==> config.mk <==
export PLATFORM = sky130hd
export DESIGN_NAME = text_console_cursor_engine_flat
export DESIGN_NICKNAME = d
export VERILOG_FILES = /design/src/rtl/core/tcce_pkg.sv /design/src/rtl/core/tcce_cmd_if.sv /design/src/rtl/core/tcce_res_if.sv /design/src/rtl/core/text_console_cursor_engine.sv /design/src/rtl/core/tcce_step.sv /design/src/flat_wrapper.sv
export VERILOG_INCLUDE_DIRS = /design/src /design/src/rtl/core
export SDC_FILE = /design/constraint.sdc
export NUM_CORES = 1
export LEC_CHECK = 0
export ABC_AREA = 0
export ABC_CLOCK_PERIOD_IN_PS = 7800
export BUFFER_PORTS_ARGS = -buffer_cell sky130_fd_sc_hd__clkbuf_2
export CORE_ASPECT_RATIO = 0.6
export CORE_MARGIN = 2
export CORE_UTILIZATION = 45
export CTS_CLUSTER_DIAMETER = 40
export CTS_CLUSTER_SIZE = 24
export DETAILED_ROUTE_END_ITERATION = 12
export PLACE_DENSITY = 0.75
export SETUP_SLACK_MARGIN = 0.2
export SLEW_MARGIN = 20
export SYNTH_ARGS = -nofsm -noshare
export SYNTH_HDL_FRONTEND = slang
export SYNTH_SLANG_ARGS = --single-unit
==> constraint.sdc <==
create_clock -name clk -period 7.8 [get_ports clk]
set_input_delay 1.95 -clock clk [delete_from_list [all_inputs] [get_ports clk]]
set_output_delay 1.95 -clock clk [all_outputs]
set_load 0.1 [all_outputs]
==> src/rtl/core/assert_macros.svh <==
// assertion macros used by the top level of the cursor engine
// no dependencies; simulation builds get the checks, synthesis gets empty bodies
`ifndef ASSERT_MACROS_SVH
`define ASSERT_MACROS_SVH

`ifndef SYNTHESIS

// property that must hold at every clock edge outside reset
`define ASSERT_ALWAYS(name, clk_s, rst_s, expr, msg) \
  name: assert property (@(posedge clk_s) disable iff (rst_s) (expr)) else $error(msg);

// property that must hold in the cycle after the trigger
`define ASSERT_NEXT(name, clk_s, rst_s, trig, expr, msg) \
  name: assert property (@(posedge clk_s) disable iff (rst_s) (trig) |=> (expr)) \
    else $error(msg);

`else

`define ASSERT_ALWAYS(name, clk_s, rst_s, expr, msg)
`define ASSERT_NEXT(name, clk_s, rst_s, trig, expr, msg)

`endif

`endif

==> src/rtl/core/tcce_pkg.sv <==
// types and constants of the text console cursor engine
// no dependencies; used by the interfaces, the step logic and the top level
`default_nettype none

package tcce_pkg;

  // operation codes
  localparam logic [1:0] FUNC_PUT   = 2'd0;
  localparam logic [1:0] FUNC_SET   = 2'd1;
  localparam logic [1:0] FUNC_CLEAR = 2'd2;

  // control characters
  localparam logic [7:0] CH_BACKSPACE = 8'd8;
  localparam logic [7:0] CH_TAB       = 8'd9;
  localparam logic [7:0] CH_NEWLINE   = 8'd10;
  localparam logic [7:0] CH_RETURN    = 8'd13;
  localparam logic [7:0] CH_SPACE     = 8'd32;

  // field widths
  localparam int FUNC_W    = 2;
  localparam int BYTE_W    = 8;
  localparam int ADDR_W    = 11;
  localparam int WORD_W    = 16;
  localparam int ROW_OUT_W = 5;
  localparam int COL_OUT_W = 7;
  // wide enough for row*cols+col at the largest grid (64 x 128)
  localparam int LIN_W     = 13;

  // configuration port
  localparam int          PADDR_W     = 1;
  localparam int          PDATA_W     = 32;
  localparam logic [PADDR_W-1:0] ATTR_ADDR = 1'b0;
  localparam logic [BYTE_W-1:0]  ATTR_RESET = 8'd15;

  typedef struct packed {
    logic [FUNC_W-1:0] func;
    logic [BYTE_W-1:0] character;
    logic [BYTE_W-1:0] new_row;
    logic [BYTE_W-1:0] new_col;
  } cmd_t;

  typedef struct packed {
    logic                 cell_write;
    logic [ADDR_W-1:0]    cell_address;
    logic [WORD_W-1:0]    cell_word;
    logic                 scroll;
    logic                 clear;
    logic [ADDR_W-1:0]    cursor_position;
    logic [ROW_OUT_W-1:0] cursor_row_out;
    logic [COL_OUT_W-1:0] cursor_col_out;
  } res_t;

endpackage

`default_nettype wire

==> src/rtl/core/tcce_cmd_if.sv <==
// command channel of the cursor engine: valid/ready plus one operation item
// depends on tcce_pkg for field widths
`default_nettype none

interface tcce_cmd_if import tcce_pkg::*; ();
  logic              valid;
  logic              ready;
  logic [FUNC_W-1:0] func;
  logic [BYTE_W-1:0] character;
  logic [BYTE_W-1:0] new_row;
  logic [BYTE_W-1:0] new_col;

  modport source (output valid, func, character, new_row, new_col, input ready);
  modport sink   (input valid, func, character, new_row, new_col, output ready);
endinterface

`default_nettype wire

==> src/rtl/core/tcce_res_if.sv <==
// result channel of the cursor engine: valid/ready plus one result item
// depends on tcce_pkg for field widths
`default_nettype none

interface tcce_res_if import tcce_pkg::*; ();
  logic                 valid;
  logic                 ready;
  logic                 cell_write;
  logic [ADDR_W-1:0]    cell_address;
  logic [WORD_W-1:0]    cell_word;
  logic                 scroll;
  logic                 clear;
  logic [ADDR_W-1:0]    cursor_position;
  logic [ROW_OUT_W-1:0] cursor_row_out;
  logic [COL_OUT_W-1:0] cursor_col_out;

  modport source (output valid, cell_write, cell_address, cell_word, scroll, clear,
                  cursor_position, cursor_row_out, cursor_col_out, input ready);
  modport sink   (input valid, cell_write, cell_address, cell_word, scroll, clear,
                  cursor_position, cursor_row_out, cursor_col_out, output ready);
endinterface

`default_nettype wire

==> src/rtl/core/text_console_cursor_engine.sv <==
// top level of the text console cursor engine: channels, config port, cursor state
// depends on tcce_pkg, tcce_cmd_if, tcce_res_if, tcce_step and assert_macros.svh
//
//   channel  | dir | handshake         | item
//   ---------+-----+-------------------+---------------------------------------------
//   cmd      | in  | valid/ready       | func, character, new_row, new_col
//   res      | out | valid/ready       | cell write, scroll, clear, cursor
//   apb      | in  | psel/penable      | text_attribute at byte address 0
//
// one item per cycle sustained while res is ready; res valid rises once the item has
// passed the input register and then the result register fed by tcce_step
// the cursor registers update at the same edge that loads the result
// register, so the next item sees the new cursor with no bubble
// rst clears the valid flags, the cursor (row 0, column 0) and the attribute (15)
// a stall on res holds the result register; cmd still fills the input register if it
// is empty, after which cmd.ready drops until res moves
`default_nettype none
`include "assert_macros.svh"

module text_console_cursor_engine import tcce_pkg::*; #(
  parameter int ROWS = 25,
  parameter int COLS = 80
) (
  input  logic               clk,
  input  logic               rst,
  tcce_cmd_if.sink           cmd,
  tcce_res_if.source         res,
  input  logic               psel,
  input  logic               penable,
  input  logic               pwrite,
  input  logic [PADDR_W-1:0] paddr,
  input  logic [PDATA_W-1:0] pwdata,
  output logic [PDATA_W-1:0] prdata,
  output logic               pready
);

  localparam int RW = $clog2(ROWS);
  localparam int CW = $clog2(COLS);

  // input register
  logic          in_valid;
  cmd_t          in_data;

  // result register
  logic          out_valid;
  res_t          out_data;

  // cursor state and attribute
  logic [RW-1:0] row_reg;
  logic [CW-1:0] col_reg;
  logic [RW-1:0] row_next;
  logic [CW-1:0] col_next;
  logic [BYTE_W-1:0] attr;

  res_t          step_res;
  logic          adv;
  logic          cfg_wr;

  // item moves from the input register into the result register
  assign adv       = in_valid && (!out_valid || res.ready);
  assign cmd.ready = !in_valid || adv;

  always_ff @(posedge clk) begin
    if (rst) begin
      in_valid <= 1'b0;
    end else if (cmd.ready) begin
      in_valid <= cmd.valid;
    end
  end

  always_ff @(posedge clk) begin
    if (cmd.valid && cmd.ready) begin
      in_data.func      <= cmd.func;
      in_data.character <= cmd.character;
      in_data.new_row   <= cmd.new_row;
      in_data.new_col   <= cmd.new_col;
    end
  end

  tcce_step #(
    .ROWS (ROWS),
    .COLS (COLS)
  ) u_step (
    .row      (row_reg),
    .col      (col_reg),
    .attr     (attr),
    .cmd      (in_data),
    .row_next (row_next),
    .col_next (col_next),
    .res      (step_res)
  );

  // cursor follows each item as it completes
  always_ff @(posedge clk) begin
    if (rst) begin
      row_reg <= '0;
      col_reg <= '0;
    end else if (adv) begin
      row_reg <= row_next;
      col_reg <= col_next;
    end
  end

  always_ff @(posedge clk) begin
    if (rst) begin
      out_valid <= 1'b0;
    end else if (!out_valid || res.ready) begin
      out_valid <= in_valid;
    end
  end

  always_ff @(posedge clk) begin
    if (adv) begin
      out_data <= step_res;
    end
  end

  assign res.valid           = out_valid;
  assign res.cell_write      = out_data.cell_write;
  assign res.cell_address    = out_data.cell_address;
  assign res.cell_word       = out_data.cell_word;
  assign res.scroll          = out_data.scroll;
  assign res.clear           = out_data.clear;
  assign res.cursor_position = out_data.cursor_position;
  assign res.cursor_row_out  = out_data.cursor_row_out;
  assign res.cursor_col_out  = out_data.cursor_col_out;

  // configuration port, pready tied high so a transfer never waits
  assign pready = 1'b1;
  assign cfg_wr = psel && penable && pwrite && pready;

  always_ff @(posedge clk) begin
    if (rst) begin
      attr <= ATTR_RESET;
    end else if (cfg_wr && (paddr == ATTR_ADDR)) begin
      attr <= pwdata[BYTE_W-1:0];
    end
  end

  assign prdata = (paddr == ATTR_ADDR) ? PDATA_W'(attr) : '0;

  // cursor never leaves the grid
  `ASSERT_ALWAYS(a_row_range, clk, rst,
    row_reg < RW'(ROWS - 1) || row_reg == RW'(ROWS - 1), "cursor row out of range")
  `ASSERT_ALWAYS(a_col_range, clk, rst,
    col_reg < CW'(COLS - 1) || col_reg == CW'(COLS - 1), "cursor column out of range")
  // clear sends the cursor home
  `ASSERT_NEXT(a_clear_home, clk, rst, adv && in_data.func == FUNC_CLEAR,
    row_reg == '0 && col_reg == '0, "clear left cursor away from home")
  // a scroll always lands at column 0
  `ASSERT_ALWAYS(a_scroll_col, clk, rst,
    !(out_valid && out_data.scroll) || out_data.cursor_col_out == '0, "scroll off column 0")
  // a held input item is neither dropped nor overwritten
  `ASSERT_NEXT(a_in_hold, clk, rst, in_valid && !adv,
    in_valid && $stable(in_data), "stalled input item lost")

endmodule

`default_nettype wire

==> src/rtl/core/tcce_step.sv <==
// next-cursor and cell-write logic for one operation item
// depends on tcce_pkg; purely combinational, instanced by the top level
`default_nettype none

module tcce_step import tcce_pkg::*; #(
  parameter int ROWS = 25,
  parameter int COLS = 80
) (
  input  logic [$clog2(ROWS)-1:0] row,
  input  logic [$clog2(COLS)-1:0] col,
  input  logic [BYTE_W-1:0]       attr,
  input  cmd_t                    cmd,
  output logic [$clog2(ROWS)-1:0] row_next,
  output logic [$clog2(COLS)-1:0] col_next,
  output res_t                    res
);

  localparam int RW  = $clog2(ROWS);
  localparam int CW  = $clog2(COLS);
  localparam int RW1 = RW + 1;
  localparam int CW1 = CW + 1;
  localparam logic [RW:0] ROWS_V = RW1'(ROWS);
  localparam logic [CW:0] COLS_V = CW1'(COLS);
  localparam logic [RW:0] LAST_ROW = RW1'(ROWS - 1);

  logic [RW:0]        r_w;
  logic [CW:0]        c_w;
  logic [CW:0]        tab_sum;
  logic [CW-1:0]      cell_col;
  logic [BYTE_W-1:0]  word_ch;
  logic               wr;
  logic               scr;
  logic               clr;
  logic [LIN_W-1:0]   cell_lin;
  logic [LIN_W-1:0]   cur_lin;

  always_comb begin
    r_w      = {1'b0, row};
    c_w      = {1'b0, col};
    tab_sum  = c_w + CW1'(8);
    cell_col = col;
    word_ch  = cmd.character;
    wr       = 1'b0;
    scr      = 1'b0;
    clr      = 1'b0;
    case (cmd.func)
      FUNC_PUT: begin
        case (cmd.character)
          CH_NEWLINE: begin
            r_w = r_w + RW1'(1);
            c_w = '0;
          end
          CH_RETURN: begin
            c_w = '0;
          end
          CH_BACKSPACE: begin
            if (col != '0) begin
              c_w      = c_w - CW1'(1);
              cell_col = col - CW'(1);
              word_ch  = CH_SPACE;
              wr       = 1'b1;
            end
          end
          CH_TAB: begin
            c_w = {tab_sum[CW:3], 3'b000};
            if (c_w >= COLS_V) begin
              c_w = '0;
              r_w = r_w + RW1'(1);
            end
          end
          default: begin
            wr  = 1'b1;
            c_w = c_w + CW1'(1);
          end
        endcase
        // line end
        if (c_w >= COLS_V) begin
          c_w = '0;
          r_w = r_w + RW1'(1);
        end
        // screen end
        if (r_w >= ROWS_V) begin
          scr = 1'b1;
          r_w = LAST_ROW;
          c_w = '0;
        end
      end
      FUNC_SET: begin
        if (cmd.new_row < BYTE_W'(ROWS)) begin
          r_w = RW1'(cmd.new_row);
        end
        if (cmd.new_col < BYTE_W'(COLS)) begin
          c_w = CW1'(cmd.new_col);
        end
      end
      FUNC_CLEAR: begin
        clr = 1'b1;
        r_w = '0;
        c_w = '0;
      end
      default: begin
      end
    endcase
  end

  assign row_next = r_w[RW-1:0];
  assign col_next = c_w[CW-1:0];

  assign cell_lin = LIN_W'(row) * LIN_W'(COLS) + LIN_W'(cell_col);
  assign cur_lin  = LIN_W'(row_next) * LIN_W'(COLS) + LIN_W'(col_next);

  always_comb begin
    res.cell_write      = wr;
    res.cell_address    = wr ? cell_lin[ADDR_W-1:0] : '0;
    res.cell_word       = wr ? {attr, word_ch} : '0;
    res.scroll          = scr;
    res.clear           = clr;
    res.cursor_position = cur_lin[ADDR_W-1:0];
    res.cursor_row_out  = ROW_OUT_W'(row_next);
    res.cursor_col_out  = COL_OUT_W'(col_next);
  end

endmodule

`default_nettype wire
==> src/flat_wrapper.sv <==
// flat-port wrapper written by rule: the top's interface ports become plain ports
module text_console_cursor_engine_flat import tcce_pkg::*;
#(
  parameter int ROWS = 25,
  parameter int COLS = 80
)
  (clk, rst, psel, penable, pwrite, paddr, pwdata, prdata, pready, cmd_valid, cmd_func, cmd_character, cmd_new_row, cmd_new_col, cmd_ready, res_valid, res_cell_write, res_cell_address, res_cell_word, res_scroll, res_clear, res_cursor_position, res_cursor_row_out, res_cursor_col_out, res_ready);
  tcce_cmd_if cmd_i ();
  tcce_res_if res_i ();
  input  logic clk;
  input  logic rst;
  input  logic psel;
  input  logic penable;
  input  logic pwrite;
  input  logic [PADDR_W-1:0] paddr;
  input  logic [PDATA_W-1:0] pwdata;
  output logic [PDATA_W-1:0] prdata;
  output logic pready;
  input wire logic [$bits(cmd_i.valid)-1:0] cmd_valid;
  input wire logic [$bits(cmd_i.func)-1:0] cmd_func;
  input wire logic [$bits(cmd_i.character)-1:0] cmd_character;
  input wire logic [$bits(cmd_i.new_row)-1:0] cmd_new_row;
  input wire logic [$bits(cmd_i.new_col)-1:0] cmd_new_col;
  output wire logic [$bits(cmd_i.ready)-1:0] cmd_ready;
  output wire logic [$bits(res_i.valid)-1:0] res_valid;
  output wire logic [$bits(res_i.cell_write)-1:0] res_cell_write;
  output wire logic [$bits(res_i.cell_address)-1:0] res_cell_address;
  output wire logic [$bits(res_i.cell_word)-1:0] res_cell_word;
  output wire logic [$bits(res_i.scroll)-1:0] res_scroll;
  output wire logic [$bits(res_i.clear)-1:0] res_clear;
  output wire logic [$bits(res_i.cursor_position)-1:0] res_cursor_position;
  output wire logic [$bits(res_i.cursor_row_out)-1:0] res_cursor_row_out;
  output wire logic [$bits(res_i.cursor_col_out)-1:0] res_cursor_col_out;
  input wire logic [$bits(res_i.ready)-1:0] res_ready;
  assign cmd_i.valid = cmd_valid;
  assign cmd_i.func = cmd_func;
  assign cmd_i.character = cmd_character;
  assign cmd_i.new_row = cmd_new_row;
  assign cmd_i.new_col = cmd_new_col;
  assign cmd_ready = cmd_i.ready;
  assign res_valid = res_i.valid;
  assign res_cell_write = res_i.cell_write;
  assign res_cell_address = res_i.cell_address;
  assign res_cell_word = res_i.cell_word;
  assign res_scroll = res_i.scroll;
  assign res_clear = res_i.clear;
  assign res_cursor_position = res_i.cursor_position;
  assign res_cursor_row_out = res_i.cursor_row_out;
  assign res_cursor_col_out = res_i.cursor_col_out;
  assign res_i.ready = res_ready;
  text_console_cursor_engine #(.ROWS(ROWS), .COLS(COLS)) u_core (.clk(clk), .rst(rst), .cmd(cmd_i), .res(res_i), .psel(psel), .penable(penable), .pwrite(pwrite), .paddr(paddr), .pwdata(pwdata), .prdata(prdata), .pready(pready));
endmodule
==> results of run 1 <==
==> cells by family after synthesis <==
logic type	Yosys count
AO/OA/AOI/OAI	129
flip-flops	97
XOR/XNOR	26
multiplexers	3
AND/OR/NAND/NOR	232
adder cells (fa/ha/maj)	30
buffers and inverters	66
other	2
==> critical path: cells and delay by family (launching register included) <==
family / cells / cell delay, ns
simple gates: 7 / 1.36
fa+ha+maj: 4 / 1.41
flops: 1 / 0.69
buf+inv: 2 / 0.23
compound gates: 8 / 2.34
xor+xnor: 2 / 0.35
==> metal layers <==
layer / vias up / share of wire [%] / GRT usage [%] / wire, um
met3: 17 / 7.6 / 4.23 / 1050
met2: 178 / 43 / 29.2 / 5920
met4: 0 / 0.92 / 4.28 / 127
met1: 2204 / 49 / 30.3 / 6730
li1: 2247 / - / - / -
met5: - / 0 / 0 / 0
==> cell usage in the layout (no fill, tap or decap), drive strengths merged, types with 4 or more instances in the layout <==
cell type and count:
a211oi 6, a21o 5, a21oi 29, a311oi 11, a31oi 4, and2 23, and3 5, clkbuf 116
conb 25, dfxtp 22, edfxtp 75, fa 4, ha 26, inv 17, nand2 71, nand2b 7
nand3 14, nand3b 5, nor2 47, nor2b 18, nor3 7, nor3b 4, o211ai 4, o21a 6
o21ai 30, or2 7, or3 6, xnor2 18, xor2 8
==> final cells by class <==
cell class / count / area (um2)
sequential: 97 / 2690
timing repair buffer: 106 / 536
multi-input combinational: 445 / 2850
clock inverter: 4 / 52.6
inverter: 17 / 63.8
tap: 170 / 213
fill: 1166 / 6080
clock buffer: 12 / 246
==> path summary, 6_finish.rpt <==
check / slack, ns / to / cells past startpoint
setup / recovery: 1.16 / u_core.res.cursor_position[10]$_DFFE_PP_ / 23
hold / removal: 0.47 / u_core.attr[6]$_SDFFE_PP0P_ / 2
setup reg to reg: 1.16 / u_core.res.cursor_position[10]$_DFFE_PP_ / 23
hold reg to reg: 0.47 / u_core.attr[6]$_SDFFE_PP0P_ / 2
==> power groups by stage <==
stage / sequential (mW) / clock (mW) / combinational, mW
5_1_grt: 0.622 / 0.467 / 0.362
6_report: 0.618 / 0.438 / 0.341
4_1_cts: 0.617 / 0.452 / 0.340
3_5_place_dp: 0.628 / 0 / 0.339
3_3_place_gp: 0.626 / 0 / 0.333
2_1_floorplan: 0.718 / 0 / 0.198
==> per-stage QoR <==
| stage | setup slack, ns | util [%] | std cells |
|---|---|---|---|
| finish | 1.16 | 52.3 | 851 |
| global route | 0.673 | 52.3 | 851 |
| CTS | 1.22 | 52.3 | 851 |
| detailed placement | 1.29 | 49.9 | 835 |
| global placement | 1.46 | 49.9 | 835 |
| floorplan | 2.36 | - | 608 |
==> flow_metrics.tcl, run 1 <==
set metrics [dict create \
    synth_top_family_by_area "simple AND/OR/NAND/NOR gates" \
    syn-instance-count 585 \
    grt_pass1_wl_mm 21.6 \
    setup_tns_ns 0 \
    core_um2 12700 \
    vias 4646 \
    cp-start-kind "flip-flop" \
    ant_nets 0 \
    grt_use_total_pct 20.0 \
    antenna_found_initial 0 \
    crit_path_start "u_core.col_reg[3]$_SDFFE_PP0P_" \
    antennaDiodeCount 0 \
    r2r-start "u_core.col_reg[3]$_SDFFE_PP0P_" \
    period_share_pct 85.2 \
    slowest_delay_ns 0.69 \
    p_sw_mw 0.479 \
    endpoint_kind "flip-flop" \
    tightest_slew_ns 0.897 \
    synth_compound_area_share_pct 15.4 \
    arrival_ns 6.73 \
    maxCapViolCount 0 \
    die_h_um 92.0 \
    portBuffers 104 \
    synth_area_um2 5810 \
    largest_register_ffs 26 \
    area_delta_synth_final_pct 14.6 \
    die_x_um 151 \
    worstHoldStart "u_core.attr[6]$_SDFFE_PP0P_" \
    synth.area.top_cells "edfxtp_1, dfxtp_1, ha_1" \
    grt_setup_unrepaired "no" \
    period_minus_slack_ns 6.64 \
    path_max_fanout 13 \
    wl_per_cell_um 16.2 \
    rows 32 \
    fin_area_um2 6660 \
    syn_avg_cell_area_um2 9.93 \
    ys_ff_latch 97 \
    switching_share_pct 34.3 \
    clock_latency_ns 0.35 \
    power.internal_mw 0.918 \
    power_frac_comb_pct 24.4 \
    async_flop_share_pct 0 \
    first_global_vias 4252 \
    fin_nets 772 \
    tritoncts "done" \
    clock.fmax_ghz 0.150 \
    drt_pre_antenna_iters 5 \
    yosysMostFrequentCell "edfxtp_1" \
    cts_buffer_depth 2 \
    drive_gt1_share_pct 20.7 \
    place_area_um2 6360 \
    hold-worst-slack_ns 0.469 \
    fin_worst_skew_ns 0.00634 \
    yosys.area_share.adder_pct 6.98 \
    clock-sinks 97 \
    yosys.cell_types.count 73 \
    yosysTopAreaCell "edfxtp_1" \
    setup_violations 0 \
    grt_remaining_overflow 0 \
    seq_area_frac_synth_pct 46.3 \
    ys_warn_count 0 \
    total_power_mw 1.40 \
    grt_max_degree 62 \
    drt_iter0_markers 372 \
    viasPerCell 5.46 \
    largest_register "u_core.in_data" \
    clock_power_share_pct 31.4 \
    hpwlAfterDp_mm 10.2 \
    synth-simple-area-share_pct 20.5 \
    start_util_pct 45.6 \
    drt_wl_total_mm 13.8 \
    cp.required_ns 7.89 \
    clk_pin_slew_ns 0.07 \
    synth_edf_count 75 \
    die_area_um2 13900 \
    cts_root_buf "clkbuf_16" \
    cts_setup_buffers 0 \
    cp_cell_sequence "inv_1, ha_1, nor4_1, nor4_1, o31ai_1, xnor2_1, ha_1, and3_1, a32o_1, o41ai_1, o21ai_0, a311oi_4, nand2_1, o21ai_0, ha_1, inv_1, fa_1, nor2b_1, o21ai_0, or2_2, a211oi_1, nor2_1, xnor2_1" \
    seq_power_share_pct 44.2 \
    p_leak_nw 2.69 \
    drv_slew 0 \
    cellPowerDensity_nw_per_um2 210 \
    gp_congestion 0.891 \
    htreeDepth 3 \
    status "completed" \
    ios 154 \
    synth_common_cells "edfxtp_1, nand2_1, nor2_1" \
    cp_slowest_cell "dfxtp_1" \
    cts_resized 0 \
    synthXorXnorAreaFrac_pct 3.92 \
    cts_buffers 9 \
    maxSlewHeadroom_pct 39.8 \
    irDropWorstVdd_uv 97.6 \
    synth_mux_area_share_pct 0.538 \
    hold_violations 0 \
    crit_type "reg -> reg" \
    hold_path.class "reg -> reg" \
    cts_hold_buf 0 \
    synth_top_area_share_pct 38.8 \
    synthFlopType "edfxtp_1" \
    drcViolationCount 0 \
]
No activity file was read; power rests on OpenSTA's default activity.
==> run 2, diff against run 1 <==
Settings changed: CORE_ASPECT_RATIO 0.6 to 0.75.
==> flow_metrics.tcl, run 2 (synthesized netlist as in run 1, its figures left out) <==
set metrics [dict create \
    arrival_ns 6.60 \
    drive_gt1_share_pct 21.0 \
    place_area_um2 6340 \
    hold_path.class "reg -> reg" \
    ant_nets 0 \
    cp_slowest_cell "o31ai_1" \
    grt_use_total_pct 19.5 \
    tightest_slew_ns 0.937 \
    period_share_pct 83.5 \
    largest_register "u_core.in_data" \
    hold-worst-slack_ns 0.464 \
    grt_max_degree 47 \
    status "completed" \
    path_max_fanout 8 \
    clock.fmax_ghz 0.154 \
    clock_latency_ns 0.35 \
    hpwlAfterDp_mm 10.0 \
    tritoncts "done" \
    rows 35 \
    slowest_delay_ns 0.64 \
    die_area_um2 13800 \
    p_leak_nw 2.69 \
    endpoint_kind "flip-flop" \
    setup_violations 0 \
    maxCapViolCount 0 \
    crit_path_start "u_core.col_reg[4]$_SDFFE_PP0P_" \
    portBuffers 104 \
    cts_setup_buffers 0 \
    cts_buffer_depth 2 \
    cp_cell_sequence "inv_1, ha_1, nor3b_1, nor3_1, o31ai_1, xnor2_1, ha_1, and3_1, a32o_1, o41ai_1, or3_4, a311oi_4, nand2_1, o21ai_0, ha_1, inv_1, fa_1, nor2b_1, o21ai_0, or2_2, a211oi_1, nor2_1, xnor2_1" \
    period_minus_slack_ns 6.51 \
    core_um2 12400 \
    cts_resized 0 \
    vias 4524 \
    cp-start-kind "flip-flop" \
    wl_per_cell_um 15.6 \
    cts_buffers 9 \
    die_x_um 135 \
    drt_pre_antenna_iters 4 \
    gp_congestion 0.911 \
    maxSlewHeadroom_pct 37.1 \
    mostFrequentLayoutCells "clkbuf_2, edfxtp_1, nand2_1" \
    antenna_found_initial 0 \
    cts_root_buf "clkbuf_16" \
    cellPowerDensity_nw_per_um2 209 \
    grt_setup_unrepaired "no" \
    cp_num_buf_inv 2 \
    fin_worst_skew_ns 0.00906 \
    die_h_um 102 \
    worstHoldStart "u_core.attr[7]$_SDFFE_PP0P_" \
    fin_nets 771 \
    first_global_vias 4148 \
    largest_register_ffs 26 \
    crit_type "reg -> reg" \
    total_power_mw 1.39 \
    htreeDepth 3 \
    cts_hold_buf 0 \
    setup_tns_ns 0 \
    ios 154 \
    critical_path.most_common_cell "ha_1" \
    viasPerCell 5.35 \
    fin_area_um2 6640 \
    area_delta_synth_final_pct 14.3 \
    grt_remaining_overflow 0 \
    clock-sinks 97 \
    final_common_cell "clkbuf_2" \
    hold_violations 0 \
    start_util_pct 46.7 \
    r2r-start "u_core.col_reg[4]$_SDFFE_PP0P_" \
    drv_slew 0 \
    drcViolationCount 0 \
    grt_pass1_wl_mm 21.0 \
    cp.required_ns 7.88 \
    irDropWorstVdd_uv 100 \
    antennaDiodeCount 0 \
    clk_pin_slew_ns 0.07 \
    drt_wl_total_mm 13.2 \
    crit_family "compound AO/OA/AOI/OAI gates" \
    drt_iter0_markers 253 \
]
## run 2: area by class of cell
cell class              count  area (um2)
inverters                  17        63.8
clock inverters             7        70.1
well taps                 166         208
fillers                  1173        5800
repair buffers            105         528
multi-input cells         445        2850
flip-flops and latches     97        2690
clock buffers               9         225
## run 2: where the power goes
| part | total (mW) | leakage [nW] | switching (mW) | internal (mW) |
|---|---|---|---|---|
| Clock | 0.436 | 0.146 | 0.187 | 0.248 |
| Combinational | 0.338 | 1.65 | 0.268 | 0.0697 |
| Sequential | 0.617 | 0.898 | 0.0264 | 0.590 |
| Total | 1.39 | 2.69 | 0.482 | 0.908 |
## run 2: final timing paths
kind,to,slack [ns],cells after the start
max reg2reg,u_core.res.cursor_position[10]$_DFFE_PP_,1.29,23
max,u_core.res.cursor_position[10]$_DFFE_PP_,1.29,23
min,u_core.attr[7]$_SDFFE_PP0P_,0.46,2
min reg2reg,u_core.attr[7]$_SDFFE_PP0P_,0.46,2
## run 2: through the flow
stage	util [%]	instances	setup slack, ns
5_1_grt	53.4	846	0.818
3_5_place_dp	51.0	830	1.38
4_1_cts	53.4	846	1.33
6_report	53.4	846	1.29
3_3_place_gp	51.0	830	1.54
2_1_floorplan	-	608	2.36
## run 2: worst reg2reg max path: cells and delay by family (launching register included)
family	cells	cell delay [ns]
fa+ha+maj	4	1.40
xor+xnor	2	0.36
simple gates	8	1.71
flops	1	0.54
buf+inv	2	0.32
compound gates	7	1.92
## run 2: per-layer routing
| metal | GRT usage (%) | vias up | share of wire [%] |
|---|---|---|---|
| met5 | 0 | - | 0 |
| met4 | 4.81 | 0 | 1.0 |
| met3 | 3.37 | 15 | 5.2 |
| met2 | 31.0 | 127 | 45 |
| met1 | 27.9 | 2131 | 48 |
| li1 | - | 2251 | - |
